### src/hw/rtl/pic_pkg.sv
`default_nettype none

package pic_pkg;

  // Command codes
  localparam logic [2:0] CMD_READ     = 3'd0;
  localparam logic [2:0] CMD_WRITE    = 3'd1;
  localparam logic [2:0] CMD_RAISE    = 3'd2;
  localparam logic [2:0] CMD_DROP     = 3'd3;
  localparam logic [2:0] CMD_DROP_ALL = 3'd4;

  // Bus register offsets
  localparam logic [1:0] REG_PENDING = 2'd0;
  localparam logic [1:0] REG_LEVEL   = 2'd1;
  localparam logic [1:0] REG_MASK    = 2'd2;
  localparam logic [1:0] REG_NONE    = 2'd3;

  localparam logic [7:0] MASK_RESET = 8'hff;

  // Packed so the first field lands in the highest bits.
  typedef struct packed {
    logic [2:0] irq_line;
    logic [7:0] write_data;
    logic [1:0] reg_offset;
    logic [2:0] command;
  } item_t;

  typedef struct packed {
    logic       level_driven;
    logic [2:0] cpu_level;
    logic [7:0] read_data;
  } result_t;

  // Highest set line from 7 down to 1, 0 if none.
  function automatic logic [2:0] top_line(input logic [7:0] bits);
    logic [2:0] lvl;
    lvl = 3'd0;
    for (int i = 1; i < 8; i++) begin
      if (bits[i]) begin
        lvl = 3'(i);
      end
    end
    return lvl;
  endfunction

endpackage

`default_nettype wire

### src/hw/rtl/pic_core.sv
`default_nettype none

module pic_core (
  input  wire logic            clk,
  input  wire logic            rst_n,
  input  wire logic            step,   // process item this cycle
  input  wire pic_pkg::item_t  item,
  output pic_pkg::result_t     result
);
  import pic_pkg::*;

  logic [7:0] pending_r, pending_nxt;
  logic [7:0] mask_r, mask_nxt;
  logic [2:0] level_r, level_nxt;
  logic [7:0] line_bit;
  logic [7:0] raised;
  logic [7:0] dropped;

  assign line_bit = 8'd1 << item.irq_line;
  assign raised   = (pending_r | line_bit) & mask_r;
  assign dropped  = pending_r & ~line_bit & mask_r;

  always_comb begin
    pending_nxt         = pending_r;
    mask_nxt            = mask_r;
    level_nxt           = level_r;
    result.read_data    = 8'd0;
    result.level_driven = 1'b0;
    unique case (item.command)
      CMD_READ: begin
        unique case (item.reg_offset)
          REG_PENDING: result.read_data = pending_r;
          REG_LEVEL:   result.read_data = {5'd0, level_r};
          REG_MASK:    result.read_data = mask_r;
          REG_NONE:    result.read_data = 8'd0;
          default:     result.read_data = 8'd0;
        endcase
      end
      CMD_WRITE: begin
        if (item.reg_offset == REG_MASK) begin
          mask_nxt = item.write_data;
        end
      end
      CMD_RAISE: begin
        pending_nxt = raised;
        if ((raised != pending_r) && (item.irq_line > level_r)) begin
          level_nxt           = item.irq_line;
          result.level_driven = 1'b1;
        end
      end
      CMD_DROP: begin
        pending_nxt         = dropped;
        level_nxt           = top_line(dropped);
        result.level_driven = 1'b1;
      end
      CMD_DROP_ALL: begin
        pending_nxt         = 8'd0;
        level_nxt           = 3'd0;
        result.level_driven = 1'b1;
      end
      default: ;  // unused codes: no effect
    endcase
    result.cpu_level = level_nxt;
  end

  always_ff @(posedge clk) begin
    if (!rst_n) begin
      pending_r <= 8'd0;
      mask_r    <= MASK_RESET;
      level_r   <= 3'd0;
    end else if (step) begin
      pending_r <= pending_nxt;
      mask_r    <= mask_nxt;
      level_r   <= level_nxt;
    end
  end

endmodule

`default_nettype wire

### src/hw/rtl/priority_interrupt_controller.sv
// Eight-line priority interrupt controller on a pair of streams. Each input
// item is one command: a bus read of pending (offset 0), level (offset 1) or
// mask (offset 2, reset 0xff), offset 3 reading as 0; a bus write, which only
// changes the mask at offset 2; raising a line, which sets its pending bit,
// re-masks pending and lifts the level only if pending changed and the line
// is above the current level; dropping a line, which clears it, re-masks and
// sets the level to the highest pending line 7..1 (or 0); and dropping all
// lines. Every item gives exactly one result item with the read byte (zero
// unless a read), the level after the command and a flag telling whether the
// level was driven. An item passes an input register and an output register,
// so its result is presented once the item moves on from the input register
// to the output register; with out_tready held high the block takes and
// returns one item every clock. The pending, mask and level
// registers update in the cycle an item moves from the input register to the
// output register, so the next item already sees its effect.
`default_nettype none

module priority_interrupt_controller (
  input  wire logic        clk,
  input  wire logic        rst_n,
  // input stream
  input  wire logic        in_tvalid,
  output logic             in_tready,
  input  wire logic [15:0] in_tdata,   // command[2:0], reg_offset[4:3],
                                       // write_data[12:5], irq_line[15:13]
  // result stream
  output logic             out_tvalid,
  input  wire logic        out_tready,
  output logic [15:0]      out_tdata   // read_data[7:0], cpu_level[10:8],
                                       // level_driven[11], zero[15:12]
);
  import pic_pkg::*;

  logic    in_valid_r;
  item_t   item_r;
  logic    out_valid_r;
  result_t result_r;
  result_t result_nxt;
  logic    advance;

  // Output slot is free or being emptied: the held item may move forward.
  assign advance   = !out_valid_r || out_tready;
  assign in_tready = !in_valid_r || advance;

  pic_core u_core (
    .clk    (clk),
    .rst_n  (rst_n),
    .step   (in_valid_r && advance),
    .item   (item_r),
    .result (result_nxt)
  );

  // Input register
  always_ff @(posedge clk) begin
    if (!rst_n) begin
      in_valid_r <= 1'b0;
    end else if (in_tready) begin
      in_valid_r <= in_tvalid;
    end
  end

  always_ff @(posedge clk) begin
    if (in_tready && in_tvalid) begin
      item_r <= item_t'(in_tdata);
    end
  end

  // Result register
  always_ff @(posedge clk) begin
    if (!rst_n) begin
      out_valid_r <= 1'b0;
    end else if (advance) begin
      out_valid_r <= in_valid_r;
    end
  end

  always_ff @(posedge clk) begin
    if (advance && in_valid_r) begin
      result_r <= result_nxt;
    end
  end

  assign out_tvalid = out_valid_r;
  assign out_tdata  = {4'd0, result_r};

endmodule

`default_nettype wire

### config.mk
export PLATFORM = sky130hd
export DESIGN_NAME = priority_interrupt_controller
export DESIGN_NICKNAME = d
export VERILOG_FILES = /design/src/hw/rtl/pic_pkg.sv /design/src/hw/rtl/pic_core.sv /design/src/hw/rtl/priority_interrupt_controller.sv
export SDC_FILE = /design/constraint.sdc
export NUM_CORES = 1
export LEC_CHECK = 0
export BUFFER_PORTS_ARGS = -buffer_cell sky130_fd_sc_hd__buf_2
export CAP_MARGIN = 20
export CORE_ASPECT_RATIO = 1.1
export CORE_MARGIN = 8
export CORE_UTILIZATION = 61
export CTS_CLUSTER_DIAMETER = 150
export CTS_CLUSTER_SIZE = 8
export DETAILED_ROUTE_END_ITERATION = 8
export GPL_ROUTABILITY_DRIVEN = 0
export GPL_TIMING_DRIVEN = 0
export PLACE_DENSITY = 0.85
export SLEW_MARGIN = 10
export SYNTH_ARGS = -nofsm -noshare
export SYNTH_HDL_FRONTEND = slang
export SYNTH_HIERARCHICAL = 1
export SYNTH_SLANG_ARGS = --single-unit
### constraint.sdc
create_clock -name clk -period 3.7 [get_ports clk]
set_input_delay 0.74 -clock clk [delete_from_list [all_inputs] [get_ports clk]]
set_output_delay 0.74 -clock clk [all_outputs]
set_load 0.01 [all_outputs]
==> results.ini, run 1 <==
[logic_synthesis]
seq_area_frac_synth_pct=49.7
synthArstFlopShare_pct=0
synth-main-ff-cell=edfxtp_1
synth_edf_count=28
synth_top_area_share_pct=33.1
synthTopCellsByCount=edfxtp_1, a21oi_1, dfxtp_1
yosys.area.top_type=edfxtp_1
ys_warn_count=6
synthCells=244
synth-xor-area-share_pct=0
synth-seq-cells=49
synthSimpleGateAreaFrac_pct=20.4
synth-compound-area-share_pct=16.6
synth_top_family_by_area=simple AND/OR/NAND/NOR gates
yosysMostFrequentCell=edfxtp_1
synth_area_leaders=edfxtp_1, dfxtp_1, mux2i_1
muxShareOfSynthArea_pct=6.71
netlist_area_mm2=0.00254
synth.distinct_cells=55
synthAdderAreaFrac_pct=1.48
avgSynthCellArea_um2=10.4

[critical_path]
critPathLaunchType=input pin
worstPathRequired_ns=3.87
path_max_fanout=18
critPathKind=in -> reg
endpoint_kind=flip-flop
cp.arrival_ns=2.82

[grt]
grt_start_max_net_pins=19
grt_pass1_wl_um=8870
antenna_found_initial=0
track_usage_pct=16.6
gr-total-overflow=0
grt_pass1_vias=1902

[timing]
final.setup_skew_ns=0.00194
rsz0062_at_grt=false
finalSetupViolCount=0
fin_crit_ns=2.65
tns_ns=0
fmax_mhz=377
finalCritPeriodShare_pct=71.6
tightestPinTransition_ns=0.903
slew_viol_final=0
finalHoldViolations=0
relSlewSlack_pct=39.4

[clock_network]
postCtsHoldBufs=0
clkSinkCount=49
htreeDepth=2
clkSlewWorstSetupHoldPaths_ns=0.08
insertion_delay_ns=0.30
cts_root_buffer=clkbuf_8
tritoncts=built
ctsResizeCount=0
cts_setup_buffers=0
cts.path.max_buffers=2
cts_inserted_buffers=5

[floorplanning]
die_y_um=83.6
core_area_mm2=0.00399
ioPinCount=38
die_x_um=77.5
start_util_pct=63.5
std_cell_rows=24
dieArea_mm2=0.00648

[hold_path]
hp-class=reg -> reg

[placed_design]
dp_hpwl_um=3890
io_buffers=33
dp.cells=332

[finish]
regArea_mm2=0.00126
n_fill_cell=312
n_antenna_cell=0
instances_no_fill=340
multiInputGateArea_mm2=0.00117
nets=310
area_growth_pct=13.2
drive_gt1_share_pct=21.9

[drt]
dr.pass1.iters=5
drc=0
wl_um=5310
ant_nets=0
drt_iter0_markers=174
avgViaCountPerCell=6.05
route.vias.total=2056
wl_per_cell_um=15.6

[power]
p_total_uw=1040
ir_drop_mv=0.303
power.density_mw_per_mm2=363
total_leakage_power_uw=0.00111

[outcome]
status=finished clean

[flow_run]
drv_cap=0

registers in the layout (all words and copies together), names as in the netlist:
| signal | count |
|---|---|
| out_tvalid | 1 |
| u_core/pending_r | 8 |
| out_tdata | 12 |
| u_core/mask_r | 8 |
| in_valid_r | 1 |
| item_r | 16 |
| u_core/level_r | 3 |
cells by family (layout without fill, tap and decap cells):
kind of cell    after synthesis  after routing
simple gates                 88             88
compound gates               61             61
flops                        49             49
buf+inv                      25             66
mux                          17             17
fa+ha+maj                     3              3
other cells                   1              4
metal layers:
layer	part of all wire, %	global-route usage (%)	vias to the layer above
met2	47	25.8	114
met3	9.6	4.42	20
met5	0	0	-
met4	2.8	9.11	0
met1	41	20.3	945
li1	-	-	977
worst paths after layout:
check / slack (ns) / from / depth (start not counted) / end
max reg2reg: 1.14 / in_valid_r / 5 / u_core/mask_r[0]
min: 0.47 / item_r[7] / 2 / u_core/mask_r[2]
min reg2reg: 0.47 / item_r[7] / 2 / u_core/mask_r[2]
max: 1.05 / out_tready / 7 / u_core/mask_r[0]
worst max-delay path, stage by stage:
cell	delay (ns)
buf_2	0.11
nor2b_4	0.05
nor2b_2	0.63
nand4b_1	0.22
nor3_2	0.73
mux2i_1	0.26
nand2_1	0.07
stage by stage:
step,hold WS (ns),setup slack [ns],cell area (µm²),util (%)
finish,0.468,1.05,2870,71.9
global route,0.488,0.952,2870,71.9
CTS,0.472,1.07,2870,71.9
detailed placement,0.450,0.764,2790,69.7
global placement,0.441,0.389,2780,69.6
floorplan,0.438,1.02,2550,-
cell usage in the layout, fill, tap and decap left out, types with 3 or more instances in the layout:
cell type   n
conb_1      4
clkbuf_1    6
clkbuf_8    5
o22ai_1     5
buf_2      36
nor2b_1     6
nand2_1    18
nand3_1     6
o211ai_1    3
inv_1      10
buf_4       4
o21ai_0     9
nand3b_1    6
edfxtp_1   28
o21a_1      4
ha_1        3
a31oi_1     3
a21oi_1    20
nand2b_1    4
nor3_1      9
nor2_1     17
mux2i_1    17
dfxtp_1    21
layout make-up:
| class | instances | area share (%) |
|---|---|---|
| buffer | 15 | 3.14 |
| clock buffer | 5 | 2.40 |
| clock inverter | 3 | 0.610 |
| inverter | 10 | 1.31 |
| multi-input combinational | 173 | 40.6 |
| sequential | 49 | 43.9 |
| tap | 52 | 2.27 |
| timing repair buffer | 33 | 5.75 |
where the power goes:
part	internal, µW	total [µW]	switching, µW
Combinational	55.0	130	74.8
Sequential	598	609	11.6
Clock	131	304	173
Total	783	1040	260
(Power assumes the default switching activity.)
==> run 2, diff against run 1 <==
CORE_UTILIZATION = 51   (was 61)
PLACE_DENSITY = 0.75   (was 0.85)
clock period = 2.34 ns   (was 3.7 ns; I/O delays follow)
==> results.ini, run 2 (same netlist as run 1, synthesis figures left out) <==
[outcome]
status=finished clean

[critical_path]
cp.arrival_ns=2.30  ; -0.52 ns
endpoint_kind=flip-flop
r2r-start=item_r[14]
crit_buf_inv=1  ; unchanged
ff2ff_path_depth=7  ; +2
reg2reg_to=out_tdata[10]
path_max_fanout=10  ; -8
critPathLaunchType=flip-flop
crit_slowest_cell=edfxtp_1
timing.reg2reg.setup_slack_ns=0.10  ; -1.04 ns
worstPathRequired_ns=2.40  ; -1.47 ns
cp_cell_sequence=clkbuf_4 -> and3b_4 -> a32o_1 -> a311oi_2 -> a31oi_2 -> or3b_1 -> o211a_1
cpPeakStageDelay_ns=0.42  ; -0.31 ns
critPathKind=reg -> reg
path_delay_family=compound AO/OA/AOI/OAI gates

[drt]
wl_um=5550  ; +4.5%
drc=0  ; unchanged
avgViaCountPerCell=5.80  ; -4.1%
wl_per_cell_um=16.0  ; +2.7%
ant_nets=0  ; unchanged
dr.pass1.iters=5  ; unchanged
drt_iter0_markers=230  ; +32%
route.vias.total=2007  ; -2.4%

[timing]
tns_ns=0  ; unchanged
tightestPinTransition_ns=0.856  ; -0.0471 ns
relSlewSlack_pct=42.9  ; +3.5 points
final.setup_skew_ns=0.0102  ; +0.00826 ns
fin_crit_ns=2.24
finalHoldViolations=0  ; unchanged
rsz0062_at_grt=false
slew_viol_final=0  ; unchanged
fmax_mhz=447
finalSetupViolCount=0  ; unchanged
finalCritPeriodShare_pct=95.6

[flow_run]
drv_cap=0  ; unchanged

[finish]
regArea_mm2=0.00126  ; unchanged
final_area_mm2=0.00294  ; +2.5%
multiInputGateArea_mm2=0.00120  ; +2.9%
n_antenna_cell=0  ; unchanged
instances_no_fill=346  ; +1.8%
final_common_cell=buf_2
largest_reg_flops=16  ; unchanged
final_core_util_pct=60.1  ; -12 points
top_register=item_r
nets=310  ; unchanged
final_cell_mix=buf_2, edfxtp_1, dfxtp_1, a21oi_1, nand2_1
drive_gt1_share_pct=22.9  ; +1.0 points
area_growth_pct=16.0
n_fill_cell=410  ; +31%

[clock_network]
cts_root_buffer=clkbuf_8
cts_inserted_buffers=5  ; unchanged
cts_setup_buffers=0  ; unchanged
tritoncts=built
clkSinkCount=49  ; unchanged
htreeDepth=2  ; unchanged
insertion_delay_ns=0.31  ; about the same
cts.path.max_buffers=2  ; unchanged
clkSlewWorstSetupHoldPaths_ns=0.09  ; about the same

[grt]
track_usage_pct=14.6  ; -2.0 points
antenna_found_initial=0  ; unchanged
grt_pass1_vias=1889  ; -0.68%
grt_start_max_net_pins=19  ; unchanged
grt_pass1_wl_um=9040  ; +2.0%
gr-total-overflow=0  ; unchanged

[power]
total_leakage_power_uw=0.00113  ; +2.0%
p_total_uw=1780  ; +71%
ir_drop_mv=0.382  ; +26%
swShare_pct=24.0  ; -0.92 points
power_frac_comb_pct=11.9  ; -0.5 points
power_frac_seq_pct=54.1  ; -4.3 points
clkPwrFrac_pct=34.0  ; +4.9 points
intPower_uw=1360  ; +73%
power.density_mw_per_mm2=606  ; +67%
power.switching_uw=427  ; +65%

[floorplanning]
dieArea_mm2=0.00749  ; +16%
start_util_pct=51.8  ; -12 points
core_area_mm2=0.00490  ; +23%
ioPinCount=38  ; unchanged
std_cell_rows=27  ; +13%
die_y_um=90.0  ; +7.6%
die_x_um=83.3  ; +7.4%

[placed_design]
place_area_mm2=0.00279  ; +0.27%
dp_hpwl_um=3930  ; +0.84%
dp.cells=338  ; +1.8%
io_buffers=33  ; unchanged

[hold_path]
hold_depth=1  ; -1
hp-class=in -> reg
hold-path-endpoint=item_r[7]
hp-start=in_tdata[7]

run 2: layout make-up:
cell class / instances / share of cell area (%)
Buffer: 15 / 3.14
Clock buffer: 5 / 2.34
Clock inverter: 3 / 1.57
Inverter: 10 / 1.27
Multi-Input combinational cell: 173 / 40.8
Sequential cell: 49 / 42.8
Tap cell: 58 / 2.46
Timing Repair Buffer: 33 / 5.61
run 2: routing by layer:
metal / GRT usage, % / part of all wire (%) / vias up
met5: 0 / 0 / -
met4: 8.80 / 2.9 / 0
met3: 4.06 / 6.1 / 15
met2: 22.7 / 48 / 84
met1: 17.5 / 43 / 925
li1: - / - / 983
run 2: how the worst max path moves through the flow:
stage                     from               end  slack [ns]  cells after the start
global route        item_r[14]     out_tdata[10]       0.007                      8
floorplan           out_tvalid  u_core/mask_r[0]        0.24                      6
global placement    out_tready  u_core/mask_r[6]       -0.25                      7
detailed placement  out_tready  u_core/mask_r[5]       -0.35                      7
finish              item_r[14]     out_tdata[10]        0.10                      7
CTS                 in_valid_r  u_core/mask_r[5]        0.09                      5
run 2: stage by stage:
stage	setup slack (ns)	hold WS, ns
after floorplan	0.240	0.438
after global routing	0.00651	0.312
final	0.104	0.324
after global placement	-0.247	0.442
after CTS	0.0876	0.314
after detailed placement	-0.353	0.451
run 2: what timing repair did:
action,CTS,global route
endpoints found under the hold margin,0,0
resized for setup,1,7
hold buffers,0,0
setup endpoints to repair,9,10
run 2: worst register-to-register path, delay by kind of cell, from the launching register on:
family | cells | cell delay, ns
flops | 1 | 0.42
simple gates | 2 | 0.59
compound gates | 4 | 0.74
buf+inv | 1 | 0.23
run 2: power by group through the flow:
stage	sequential [µW]	combinational [µW]	clock, µW
after floorplan	986	135	0
after global placement	983	199	0
after detailed placement	984	202	0
after CTS	964	204	623
after global routing	969	230	658
final	965	212	606
